<file path="src/rtl/core/aktsp_pkg.sv">
// Shared types and constants of the aging keyed table unit.
package aktsp_pkg;

  localparam int unsigned MaxEntriesDefault = 32;

  localparam int unsigned CfgIdxW = 2;
  localparam logic [CfgIdxW-1:0] CfgRecordInvalid = 2'd0;
  localparam logic [CfgIdxW-1:0] CfgEntryLife     = 2'd1;

  localparam logic [31:0] RecordInvalidReset = 32'd0;
  localparam logic [31:0] EntryLifeReset     = 32'd30000;

  localparam logic CmdUpdate = 1'b0;
  localparam logic CmdQuery  = 1'b1;

  typedef struct packed {
    logic        cmd;
    logic [31:0] now_ms;
    logic [7:0]  sat_key;
    logic [15:0] source_id;
  } in_t;

  typedef struct packed {
    logic        accepted;
    logic        table_full;
    logic [5:0]  entry_count;
    logic        record_valid;
    logic [15:0] record_source;
    logic        source_known;
  } out_t;

  typedef struct packed {
    logic [7:0]  key;
    logic [31:0] stamp;
  } entry_t;

endpackage

</file>
<file path="src/rtl/core/aktsp_ram.sv">
// Generic simple dual-port RAM, one write port, one registered read port.
module aktsp_ram #(
  parameter int unsigned Width = 8,
  parameter int unsigned Depth = 32
) (
  input  logic                     clk_i,
  input  logic                     we_i,
  input  logic [$clog2(Depth)-1:0] waddr_i,
  input  logic [Width-1:0]         wdata_i,
  input  logic [$clog2(Depth)-1:0] raddr_i,
  output logic [Width-1:0]         rdata_o
);

  logic [Width-1:0] mem_q [Depth];
  logic [Width-1:0] rdata_q;

  always_ff @(posedge clk_i) begin
    if (we_i) begin
      mem_q[waddr_i] <= wdata_i;
    end
    rdata_q <= mem_q[raddr_i];
  end

  assign rdata_o = rdata_q;

endmodule

</file>
<file path="src/rtl/core/aktsp_addcmp.sv">
// Shared 32-bit wrapping add and compare against the current time.
module aktsp_addcmp (
  input  logic [31:0] base_i,
  input  logic [31:0] span_i,
  input  logic [31:0] now_i,
  output logic        ge_o
);

  logic [31:0] sum;

  assign sum  = base_i + span_i;
  assign ge_o = (sum >= now_i);

endmodule

</file>
<file path="src/rtl/core/aging_keyed_table_with_source_priority_unit.sv">
// Top level: aging keyed satellite table with source priority.
//
// Pulse start while busy is low to hand in one item; the result appears on
// result_o for exactly one cycle, marked by result_valid_o, and must be taken
// then. An update or a query keeps busy high through the record validity check
// (StCheck), the table scan (StScan, one slot per cycle through the entry RAM's
// registered read port and the single add/compare unit), and the insert and
// result build (StDone). A rejected update skips the scan and goes straight
// from the check to StDone. The result strobe comes in the cycle in which busy
// falls, and the next item can be started in that same cycle. Configuration
// writes are always ready and must only be issued while no item is in flight.
module aging_keyed_table_with_source_priority_unit import aktsp_pkg::*; #(
  parameter int unsigned MaxEntries = MaxEntriesDefault
) (
  input  logic               clk_i,
  input  logic               rst_ni,
  input  logic               start,
  output logic               busy,
  input  in_t                item_i,
  output logic               result_valid_o,
  output out_t               result_o,
  input  logic               cfg_valid_i,
  output logic               cfg_ready_o,
  input  logic [CfgIdxW-1:0] cfg_index_i,
  input  logic [31:0]        cfg_data_i
);

  localparam int unsigned IdxW = $clog2(MaxEntries);
  localparam int unsigned CntW = $clog2(MaxEntries + 1);

  typedef enum logic [3:0] {
    StIdle  = 4'b0001,
    StCheck = 4'b0010,
    StScan  = 4'b0100,
    StDone  = 4'b1000
  } state_e;

  state_e state_q, state_d;

  logic [31:0] rec_inv_q, entry_life_q;
  logic        rec_set_q, rec_set_d;
  logic [31:0] rec_time_q, rec_time_d;
  logic [15:0] last_src_q, last_src_d;

  in_t         item_q;
  logic        acc_q, acc_d;
  logic        found_q, found_d;
  logic        free_found_q, free_found_d;
  logic [IdxW-1:0] free_idx_q, free_idx_d;
  logic [CntW-1:0] rd_cnt_q, rd_cnt_d;
  logic        p_vld_q, p_vld_d;
  logic [IdxW-1:0] p_idx_q, p_idx_d;
  logic [CntW-1:0] count_q, count_d;
  logic [MaxEntries-1:0] used_q, used_d;

  out_t        result_q, result_d;
  logic        result_valid_q, result_valid_d;

  logic        ram_we;
  logic [IdxW-1:0] ram_waddr;
  entry_t      ram_wdata, ram_rdata;

  logic [31:0] cmp_base, cmp_span;
  logic        cmp_ge;

  logic        slot_used, slot_match, slot_purge, slot_free;
  logic        rec_valid_now, do_insert, is_update;

  assign busy        = (state_q != StIdle);
  assign cfg_ready_o = 1'b1;
  assign is_update   = (item_q.cmd == CmdUpdate);

  aktsp_ram #(
    .Width ($bits(entry_t)),
    .Depth (MaxEntries)
  ) u_entry_ram (
    .clk_i   (clk_i),
    .we_i    (ram_we),
    .waddr_i (ram_waddr),
    .wdata_i (ram_wdata),
    .raddr_i (rd_cnt_q[IdxW-1:0]),
    .rdata_o (ram_rdata)
  );

  // Scan stage: slot p_idx_q, data from the read issued last cycle
  assign slot_used  = p_vld_q && used_q[p_idx_q];
  assign slot_match = slot_used && is_update && acc_q && !found_q &&
                      (ram_rdata.key == item_q.sat_key);
  assign slot_purge = slot_used && !cmp_ge;
  assign slot_free  = p_vld_q && (!used_q[p_idx_q] || slot_purge);

  // One add/compare unit: record age outside the scan, entry age during it (refreshed stamp on a key match)
  always_comb begin
    if (state_q == StScan) begin
      cmp_base = slot_match ? item_q.now_ms : ram_rdata.stamp;
      cmp_span = entry_life_q;
    end else begin
      cmp_base = rec_time_q;
      cmp_span = rec_inv_q;
    end
  end

  aktsp_addcmp u_addcmp (
    .base_i (cmp_base),
    .span_i (cmp_span),
    .now_i  (item_q.now_ms),
    .ge_o   (cmp_ge)
  );

  assign rec_valid_now = rec_set_q && ((rec_inv_q == 32'd0) || cmp_ge);
  assign do_insert     = is_update && acc_q && !found_q && free_found_q;

  always_comb begin
    state_d        = state_q;
    rec_set_d      = rec_set_q;
    rec_time_d     = rec_time_q;
    last_src_d     = last_src_q;
    acc_d          = acc_q;
    found_d        = found_q;
    free_found_d   = free_found_q;
    free_idx_d     = free_idx_q;
    rd_cnt_d       = rd_cnt_q;
    p_vld_d        = 1'b0;
    p_idx_d        = p_idx_q;
    count_d        = count_q;
    used_d         = used_q;
    result_d       = result_q;
    result_valid_d = 1'b0;
    ram_we         = 1'b0;
    ram_waddr      = p_idx_q;
    ram_wdata      = '{key: item_q.sat_key, stamp: item_q.now_ms};

    unique case (state_q)
      StIdle: begin
        if (start) begin
          state_d = StCheck;
        end
      end
      StCheck: begin
        found_d      = 1'b0;
        free_found_d = 1'b0;
        rd_cnt_d     = '0;
        if (item_q.cmd == CmdQuery) begin
          acc_d   = 1'b0;
          state_d = StScan;
        end else if (rec_valid_now && (last_src_q < item_q.source_id)) begin
          acc_d   = 1'b0;
          state_d = StDone;
        end else begin
          acc_d      = 1'b1;
          rec_set_d  = 1'b1;
          rec_time_d = item_q.now_ms;
          last_src_d = item_q.source_id;
          state_d    = StScan;
        end
      end
      StScan: begin
        if (rd_cnt_q != CntW'(MaxEntries)) begin
          p_vld_d  = 1'b1;
          p_idx_d  = rd_cnt_q[IdxW-1:0];
          rd_cnt_d = rd_cnt_q + CntW'(1);
        end else begin
          state_d = StDone;
        end
        if (slot_match) begin
          found_d = 1'b1;
          ram_we  = 1'b1;
        end
        if (slot_purge) begin
          used_d[p_idx_q] = 1'b0;
          count_d         = count_q - CntW'(1);
        end
        if (slot_free && !free_found_q) begin
          free_found_d = 1'b1;
          free_idx_d   = p_idx_q;
        end
      end
      StDone: begin
        if (do_insert) begin
          ram_we             = 1'b1;
          ram_waddr          = free_idx_q;
          used_d[free_idx_q] = 1'b1;
          count_d            = count_q + CntW'(1);
        end
        result_d.accepted      = acc_q;
        result_d.table_full    = is_update && acc_q && !found_q && !free_found_q;
        result_d.entry_count   = 6'(count_d);
        result_d.record_valid  = rec_valid_now;
        result_d.record_source = last_src_q;
        result_d.source_known  = rec_set_q;
        result_valid_d         = 1'b1;
        state_d                = StIdle;
      end
      default: begin
        state_d = StIdle;
      end
    endcase
  end

  always_ff @(posedge clk_i or negedge rst_ni) begin
    if (!rst_ni) begin
      state_q        <= StIdle;
      rec_inv_q      <= RecordInvalidReset;
      entry_life_q   <= EntryLifeReset;
      rec_set_q      <= 1'b0;
      rec_time_q     <= '0;
      last_src_q     <= '0;
      acc_q          <= 1'b0;
      found_q        <= 1'b0;
      free_found_q   <= 1'b0;
      rd_cnt_q       <= '0;
      p_vld_q        <= 1'b0;
      count_q        <= '0;
      used_q         <= '0;
      result_valid_q <= 1'b0;
    end else begin
      state_q        <= state_d;
      rec_set_q      <= rec_set_d;
      rec_time_q     <= rec_time_d;
      last_src_q     <= last_src_d;
      acc_q          <= acc_d;
      found_q        <= found_d;
      free_found_q   <= free_found_d;
      rd_cnt_q       <= rd_cnt_d;
      p_vld_q        <= p_vld_d;
      count_q        <= count_d;
      used_q         <= used_d;
      result_valid_q <= result_valid_d;
      if (cfg_valid_i && cfg_ready_o) begin
        unique case (cfg_index_i)
          CfgRecordInvalid: rec_inv_q    <= cfg_data_i;
          CfgEntryLife:     entry_life_q <= cfg_data_i;
          default: ;
        endcase
      end
    end
  end

  // Payload registers, no reset needed
  always_ff @(posedge clk_i) begin
    if (start && !busy) begin
      item_q <= item_i;
    end
    free_idx_q <= free_idx_d;
    p_idx_q    <= p_idx_d;
    result_q   <= result_d;
  end

  assign result_valid_o = result_valid_q;
  assign result_o       = result_q;

endmodule
</file>
<file path="config.mk">
export PLATFORM = sky130hd
export DESIGN_NAME = aging_keyed_table_with_source_priority_unit
export DESIGN_NICKNAME = d
export VERILOG_FILES = /design/src/rtl/core/aktsp_pkg.sv /design/src/rtl/core/aktsp_ram.sv /design/src/rtl/core/aktsp_addcmp.sv /design/src/rtl/core/aging_keyed_table_with_source_priority_unit.sv
export SDC_FILE = /design/constraint.sdc
export NUM_CORES = 2
export LEC_CHECK = 0
export BUFFER_PORTS_ARGS = -buffer_cell sky130_fd_sc_hd__buf_2
export CAP_MARGIN = 20
export CORE_AREA = 2 2 289 362
export DETAILED_ROUTE_END_ITERATION = 8
export DIE_AREA = 0 0 291 364
export GPL_TIMING_DRIVEN = 0
export PLACE_DENSITY = 0.76
export SYNTH_ARGS = -nofsm -noshare
export SYNTH_HDL_FRONTEND = slang
export SYNTH_SLANG_ARGS = --single-unit
</file>
<file path="constraint.sdc">
create_clock -name clk_i -period 7.13 [get_ports clk_i]
set_clock_uncertainty 0.15 [all_clocks]
set_input_delay 1.426 -clock clk_i [delete_from_list [all_inputs] [get_ports clk_i]]
set_output_delay 1.426 -clock clk_i [all_outputs]
set_load 0.02 [all_outputs]
</file>
# Word level (Yosys, flattened, before mapping)
# Memory sizes are Yosys's and may differ from the RTL's. A register that Yosys moved wholly into a read port is not among the register bits.
# Cells that the tools add are included.
# Widths: inputs -> output; s select.
# totals
mem_bits_rw	1280
regBits	259
output_inout_bits	29
mem_count	1
# op_classes
n_eq_ne	15
muxes	38
n_lt_le_gt_ge	6
n_reduce_logical	39
bitwise_logic	5
add_sub_neg	4
# memory_table
memory	depth	word_bits	rd	rd_clocked_by_memory_dff	write_ports	line	rtl
u_entry_ram.mem_q	32	40	1	1	1	aktsp_ram.sv:14	logic [Width-1:0] mem_q [Depth];
# ops
cell	n
$mux 32	5
$pmux 32 s2	1
$add 32x32->32	1
$and 32x32->32	1
$ge 32x32->1	1
$logic_not 32->1	1
$not 32->32	1
$or 32x32->32	1
$pmux 6 s2	2
$mux 6	3
$reduce_and 2->1	9
$logic_and 1x1->1	17
$lt 16x16->1	1
$mux 4	4
$mux 1	14
$add 6x1->6 const B	2
$lt 5x6->1 const B	2
$pmux 4 s3	1
$demux 1 s5	2
$ge 5x1->1 const B	2
$mux 5	2
$ne 2x2->1 const B	5
$eq 8x8->1	1
$ne 6x6->1 const B	1
16 further kinds	27

# Logic depth before layout (Yosys ltp)
# depth
depth_word	18
ltp_mapped	34
ltp_nobuf	29

# By module
# From an unflattened synthesis, not the netlist that was laid out.
# hier_totals
cells_unflattened	4216
hier_area_um2	65323.9
# modules_own_cells
module	cells_per_inst	n_inst	area_each_um2
aktsp_ram	2813	1	50564.7
aging_keyed_table_with_source_priority_unit	1033	1	12114.1
aktsp_addcmp	370	1	2645.0

# Worst setup path after synthesis
# Ideal clock, no wire load.
# synth_path
path_type	register -> register
startpoint	reg p_idx_q[1]
endpoint	reg rec_time_q[22]
setup_time_ps	128
required_time_ps	6852
stages_incl_launch_ff	35
slack_ps	689
period_less_slack_ps	6441
n_path_buf	5
arrival_time_ps	6164
cell_sequence	edfxtp_1 buf_4 buf_4 mux2i_1 o22ai_1 nor4_1 mux2i_4 nand4_2 buf_2 mux2i_1 o21ai_0 ha_1 inv_1 fa_1 nor2b_1 o31a_1 o31a_1 o21ai_1 o21a_1 a21oi_1 o21a_1 a221oi_1 xnor2_1 ha_1 nand3_1 nor4_1 and4_1 o21ai_0 o211ai_1 nor3_1 o21ai_1 a31oi_2 buf_4 buf_6 mux2_1
# synth_between
elab_chain_cells	16
# synth_lines
item	line	rtl
from (decl)	aging_keyed_table_with_source_priority_unit.sv:52	logic [IdxW-1:0] p_idx_q, p_idx_d;
from (signal assigned)	aging_keyed_table_with_source_priority_unit.sv:245	p_idx_q <= p_idx_d;
$bmux 1 s5	aging_keyed_table_with_source_priority_unit.sv:86	assign slot_used = p_vld_q && used_q[p_idx_q];
$mux 1 (not written as such)	aging_keyed_table_with_source_priority_unit.sv:86	
$logic_and 1x1->1	aging_keyed_table_with_source_priority_unit.sv:86	
$logic_and 1x1->1 (4 in a row)	aging_keyed_table_with_source_priority_unit.sv:87	assign slot_match = slot_used && is_update && acc_q && !found_q &&
$mux 32	aging_keyed_table_with_source_priority_unit.sv:95	cmp_base = slot_match ? item_q.now_ms : ram_rdata.stamp;
$mux 32	aging_keyed_table_with_source_priority_unit.sv:94	if (state_q == StScan) begin
$add 32x32->32	aktsp_addcmp.sv:11	assign sum = base_i + span_i;
$ge 32x32->1	aktsp_addcmp.sv:12	assign ge_o = (sum >= now_i);
$logic_or 1x1->1	aging_keyed_table_with_source_priority_unit.sv:110	assign rec_valid_now = rec_set_q && ((rec_inv_q == 32'd0) || cmp_ge);
$logic_and 1x1->1	aging_keyed_table_with_source_priority_unit.sv:110	
$logic_and 1x1->1	aging_keyed_table_with_source_priority_unit.sv:146	end else if (rec_valid_now && (last_src_q < item_q.source_id)) begin
$not 1->1 (no source line)	n/a	
$reduce_and 3->1 (no source line)	n/a	
to (signal assigned)	aging_keyed_table_with_source_priority_unit.sv:219	rec_time_q <= rec_time_d;
to (decl)	aging_keyed_table_with_source_priority_unit.sv:42	logic [31:0] rec_time_q, rec_time_d;
# No other way between the ends. The select of a mux whose other input is x is not followed.
# A chain may end at the register's enable or synchronous reset.

# Worst setup path in the final report
# layout_path
startpoint	reg p_idx_q[4]
endpoint	reg last_src_q[1]
# layout_between
elab_chain_cells	16
# layout_lines
item	line	rtl
$bmux 1 s5	aging_keyed_table_with_source_priority_unit.sv:86	
$mux 1 (not written as such)	aging_keyed_table_with_source_priority_unit.sv:86	
$logic_and 1x1->1	aging_keyed_table_with_source_priority_unit.sv:86	
$logic_and 1x1->1 (4 in a row)	aging_keyed_table_with_source_priority_unit.sv:87	
$mux 32	aging_keyed_table_with_source_priority_unit.sv:95	
$mux 32	aging_keyed_table_with_source_priority_unit.sv:94	
$add 32x32->32	aktsp_addcmp.sv:11	
$ge 32x32->1	aktsp_addcmp.sv:12	
$logic_or 1x1->1	aging_keyed_table_with_source_priority_unit.sv:110	
$logic_and 1x1->1	aging_keyed_table_with_source_priority_unit.sv:110	
$logic_and 1x1->1	aging_keyed_table_with_source_priority_unit.sv:146	
$not 1->1 (no source line)	n/a	
$reduce_and 3->1 (no source line)	n/a	
to (signal assigned)	aging_keyed_table_with_source_priority_unit.sv:220	last_src_q <= last_src_d;
to (decl)	aging_keyed_table_with_source_priority_unit.sv:43	logic [15:0] last_src_q, last_src_d;
# No other way between the ends. The select of a mux whose other input is x is not followed.

==> results.py <==
metrics = {
    "clock_network": {
        "cts.reportedPaths.clkPinSlew_ns": 0.06,
        "tritoncts": "yes",
        "cts_max_path_buffers": 3,
        "cts.hold.buffers_added": 0,
        "clk_root_buffer_cell": "sky130_fd_sc_hd__clkbuf_16",
        "clock_latency_on_the_worst_skew_pair_ns": 0.78,
        "cts-buffers-inserted": 145,
        "ctsHtreeMaxLevel": 4,
        "cts.sinks": 1579,
    },
    "detailed_routing": {
        "dr.pass1.iters": 6,
        "via_count": 35300,
        "routed_via_density": 6.90,
        "drc": 0,
        "post_route_wl_um": 181000,
        "remaining_number_of_nets_flagged_by_the_antenna_check_after_routing": 0,
        "1st_iter_drt_viols": 4753,
        "routedWlPerCell_um": 35.3,
    },
    "placed_design": {
        "placed_cells_incl_taps": 4746,
        "post-dp-hpwl_um": 108000,
        "port_buffers": 122,
        "dpl_cell_area_um2": 67300,
        "final_replace_weighted_congestion": 0.892,
    },
    "timing": {
        "hold_violations": 0,
        "max-slew-margin-rel": 0.172,
        "rsz0062_at_grt": "yes",
        "final-setup-viol-count": 75,
        "fin_hold_ws_ns": 0.312,
        "tightest_slew_ns": 1.24,
        "final.period_utilization": 1.04,
        "post-route-min-period_ns": 7.41,
        "fmaxAchievable_mhz": 135,
        "fin_ws_ns": -0.283,
        "timing.final.max_slew_violations": 0,
    },
    "setup_path": {
        "critical_path_buffer_and_inverter_count": 6,
        "path_common_cell": "sky130_fd_sc_hd__buf_8",
        "worst-r2r-setup-slack_ns": -0.28,
        "timing.critical_path.from": "p_idx_q[4]",
        "worstPathArrival_ns": 7.90,
        "timing.critical_path.fanout_max": 7,
        "critPathMaxStageDelay_ns": 0.50,
        "cp.depth": 33,
        "slowest_stage": "sky130_fd_sc_hd__edfxtp_1",
        "critical_path.top_delay_family": "compound AO/OA/AOI/OAI gates",
        "endpoint": "last_src_q[1]",
        "worstSetupStartpointType": "register",
        "endpoint_of_the_most_critical_register_to_register_path": "last_src_q[1]",
        "timing.critical_path.to_type": "register",
        "timing.rr.start": "p_idx_q[4]",
        "critPathKind": "reg2reg",
        "rr_worst_depth": 33,
        "worstPathRequired_ns": 7.62,
    },
    "finish": {
        "layout-area-overhead-vs-synth_pct": 17.6,
        "stdcell_count": 5124,
        "antenna_cells_inserted": 0,
        "layout.filler_cells": 5733,
        "layout.nets": 3840,
        "post-route-cell-area_um2": 74300,
        "drive_gt1_frac": 0.322,
    },
    "yosys": {
        "netlist_top_cells_area": "sky130_fd_sc_hd__edfxtp_1 65%, sky130_fd_sc_hd__mux4_2 14%, sky130_fd_sc_hd__dfrtp_1 6.3%, sky130_fd_sc_hd__mux2_2 2.6%, sky130_fd_sc_hd__ha_1 1.6%",
        "synth-simple-area-share": 0.0309,
        "synth.ff_latch_count": 1579,
        "netlist.top_cell.by_area": "sky130_fd_sc_hd__edfxtp_1",
        "postSynthNetCount": 3388,
        "syn-instance-count": 3210,
        "post_synth_instance_area_um2": 63200,
        "synth_compound_gate_area_share": 0.0278,
        "yosysMostFrequentCell": "sky130_fd_sc_hd__edfxtp_1",
        "main_combinational_cell_family_by_area_after_synthesis": "multiplexers",
        "synth_ff_type": "sky130_fd_sc_hd__edfxtp_1",
        "synth-edff-count": 1373,
        "synth.area.mux_share": 0.173,
        "xor_and_xnor_area_share_after_synthesis": 0.00652,
        "synth-async-reset-ratio": 0.105,
        "sequential_share_of_the_synthesized_area": 0.731,
        "mean_cell_area_of_the_mapped_netlist_um2": 19.7,
        "post_synth_top_cells": "1373 x sky130_fd_sc_hd__edfxtp_1, 400 x sky130_fd_sc_hd__mux4_2, 169 x sky130_fd_sc_hd__nand2_1",
        "ys_warn_count": 0,
        "synth_top_cell_area_share": 0.653,
        "arithmetic_cell_share_of_the_synthesized_area_counting_full_adders_half_adders_and_majority_gates": 0.0166,
        "synth_cell_types": 64,
    },
    "die": {
        "placeableCoreArea_um2": 103000,
        "die_y_um": 364,
        "die_area_um2": 106000,
        "ios": 124,
        "fp-row-count": 132,
        "starting_density_of_the_core": 0.614,
        "floorplan.die.width_um": 291,
    },
    "global_routing": {
        "first_global_vias": 36000,
        "pin_count_of_the_biggest_net_entering_global_routing": 125,
        "groute.usage.overall": 0.332,
        "wire_length_of_the_first_global_routing_pass_um": 248000,
        "globalRouteOverflowTotal": 0,
        "antenna_found_initial": 2,
    },
    "worst_hold_path": {
        "hold_removal_path_class": "reg2reg",
    },
    "power_and_ir_drop": {
        "switchingPower_uw": 7780,
        "cellInternalPower_uw": 18400,
        "power_share_of_the_sequential_group": 0.437,
        "combPwrFrac": 0.266,
        "power.switching_fraction": 0.297,
        "vdd_drop_max_mv": 0.273,
        "power.leakage_uw": 0.0251,
        "share_clk_of_total_power": 0.297,
        "power_uw": 26200,
        "power.density_nw_per_um2": 352,
    },
    "outcome": {
        "status": "finished, violations left",
        "failed_checks": "setup timing",
    },
    "flow_run": {
        "maxCapViolCount": 0,
    },
}
-- cell usage in the layout, fill, tap and decap left out, types with 9 or more instances in the layout --
master                      synthesis  final
sky130_fd_sc_hd__edfxtp_1        1373   1373
sky130_fd_sc_hd__mux4_2           400    400
sky130_fd_sc_hd__nand2_1          169    169
sky130_fd_sc_hd__dfrtp_1          158    158
sky130_fd_sc_hd__clkbuf_16          0    152
sky130_fd_sc_hd__buf_2             26    138
sky130_fd_sc_hd__clkbuf_1          93    123
sky130_fd_sc_hd__mux2_2           144    116
sky130_fd_sc_hd__nor2_1           129     94
sky130_fd_sc_hd__ha_1              82     78
sky130_fd_sc_hd__a21oi_1           75     67
sky130_fd_sc_hd__inv_1             67     66
sky130_fd_sc_hd__o21ai_0           73     58
sky130_fd_sc_hd__buf_4              6     54
sky130_fd_sc_hd__buf_16             0     50
sky130_fd_sc_hd__buf_12             0     49
sky130_fd_sc_hd__dfxtp_1           40     40
sky130_fd_sc_hd__a21o_1            38     38
sky130_fd_sc_hd__mux2_4             0     37
sky130_fd_sc_hd__nor2_4             0     34
sky130_fd_sc_hd__buf_8              0     28
sky130_fd_sc_hd__clkinv_2           0     28
sky130_fd_sc_hd__xnor2_1           27     26
sky130_fd_sc_hd__clkinv_1           0     25
sky130_fd_sc_hd__o21ai_1           10     21
sky130_fd_sc_hd__o31ai_1           22     21
sky130_fd_sc_hd__xor2_1            20     20
sky130_fd_sc_hd__buf_6              1     19
sky130_fd_sc_hd__buf_1             19     19
sky130_fd_sc_hd__nand2b_1          18     18
sky130_fd_sc_hd__mux2i_1           20     17
sky130_fd_sc_hd__nor3_1            19     16
sky130_fd_sc_hd__nand4_1           13     13
sky130_fd_sc_hd__nand3_1           14     12
sky130_fd_sc_hd__nor4_1            16     11
sky130_fd_sc_hd__bufinv_16          0      9
-- timing repair --
item                       4_1_cts  5_1_grt
setup endpoints to repair       96       96
pin swaps                       30       33
resized for setup              140       37
gates cloned                     2        1
setup buffers                   51       15
-- through the flow --
step,setup WS (ns),setup TNS (ns),util
after global routing,-0.518,-37.13,0.722
after global placement,-2.61,-965.54,0.636
final,-0.283,-13.17,0.722
after detailed placement,-2.67,-211.66,0.654
after CTS,-0.282,-15.11,0.709
after floorplan,0.689,0,-
-- sequential cells by signal, summed over array words and instances (netlist names), 26 cells and up --
| signal | flops |
|---|---|
| u_entry_ram.rdata_o | 40 |
| rec_time_q | 32 |
| u_entry_ram.mem_q | 1280 |
| rec_inv_q | 32 |
| entry_life_q | 32 |
| result_o | 26 |
| used_q | 32 |
| item_q | 57 |
-- per-layer routing --
layer | global-route usage | share of wire | vias up
met1 | 0.408 | 0.33 | 18100
met2 | 0.565 | 0.50 | 2806
met5 | 0 | 0 | -
met3 | 0.0658 | 0.10 | 549
li1 | - | - | 13900
met4 | 0.172 | 0.061 | 0
-- power by group through the flow --
stage / sequential, uW / combinational, uW / clock, uW
finish: 11400 / 6960 / 7780
global route: 11500 / 7370 / 8160
CTS: 11800 / 6000 / 7790
detailed placement: 12000 / 5430 / 0
global placement: 11900 / 5130 / 0
floorplan: 11600 / 3790 / 0
-- cell type report --
class                      instances  area, um2  share of cell area
clock inverter                    79        699             0.00942
inverter                          67        251             0.00339
buffer                           142        708             0.00954
clock buffer                     190       3990              0.0537
timing repair buffer             308       3830              0.0516
sequential                      1579      46200               0.622
multi-input combinational       1419      16900               0.228
tap                             1340       1680              0.0226
-- worst min path at each step --
stage / startpoint / end / slack [ns] / cells after the start
3_5_place_dp: p_idx_q[1] / free_idx_q[1] / 0.29 / 0
6_report: p_idx_q[0] / free_idx_q[0] / 0.31 / 0
5_1_grt: rd_cnt_q[4] / p_idx_q[4] / 0.32 / 0
2_1_floorplan: rd_cnt_q[4] / p_idx_q[4] / 0.27 / 0
4_1_cts: rd_cnt_q[4] / p_idx_q[4] / 0.31 / 0
3_3_place_gp: p_idx_q[0] / free_idx_q[0] / 0.29 / 0
-- cell families (layout without fill, tap and decap cells) --
family                   count (synthesis)  after routing
flip-flops                            1579           1579
multiplexers                           574            574
AND/OR/NAND/NOR                        431            431
AO/OA/AOI/OAI                          283            283
buffers and inverters                  212            786
adder cells (fa/ha/maj)                 83             83
XOR/XNOR                                47             47
other                                    1              1
(Power assumes the default switching activity.)
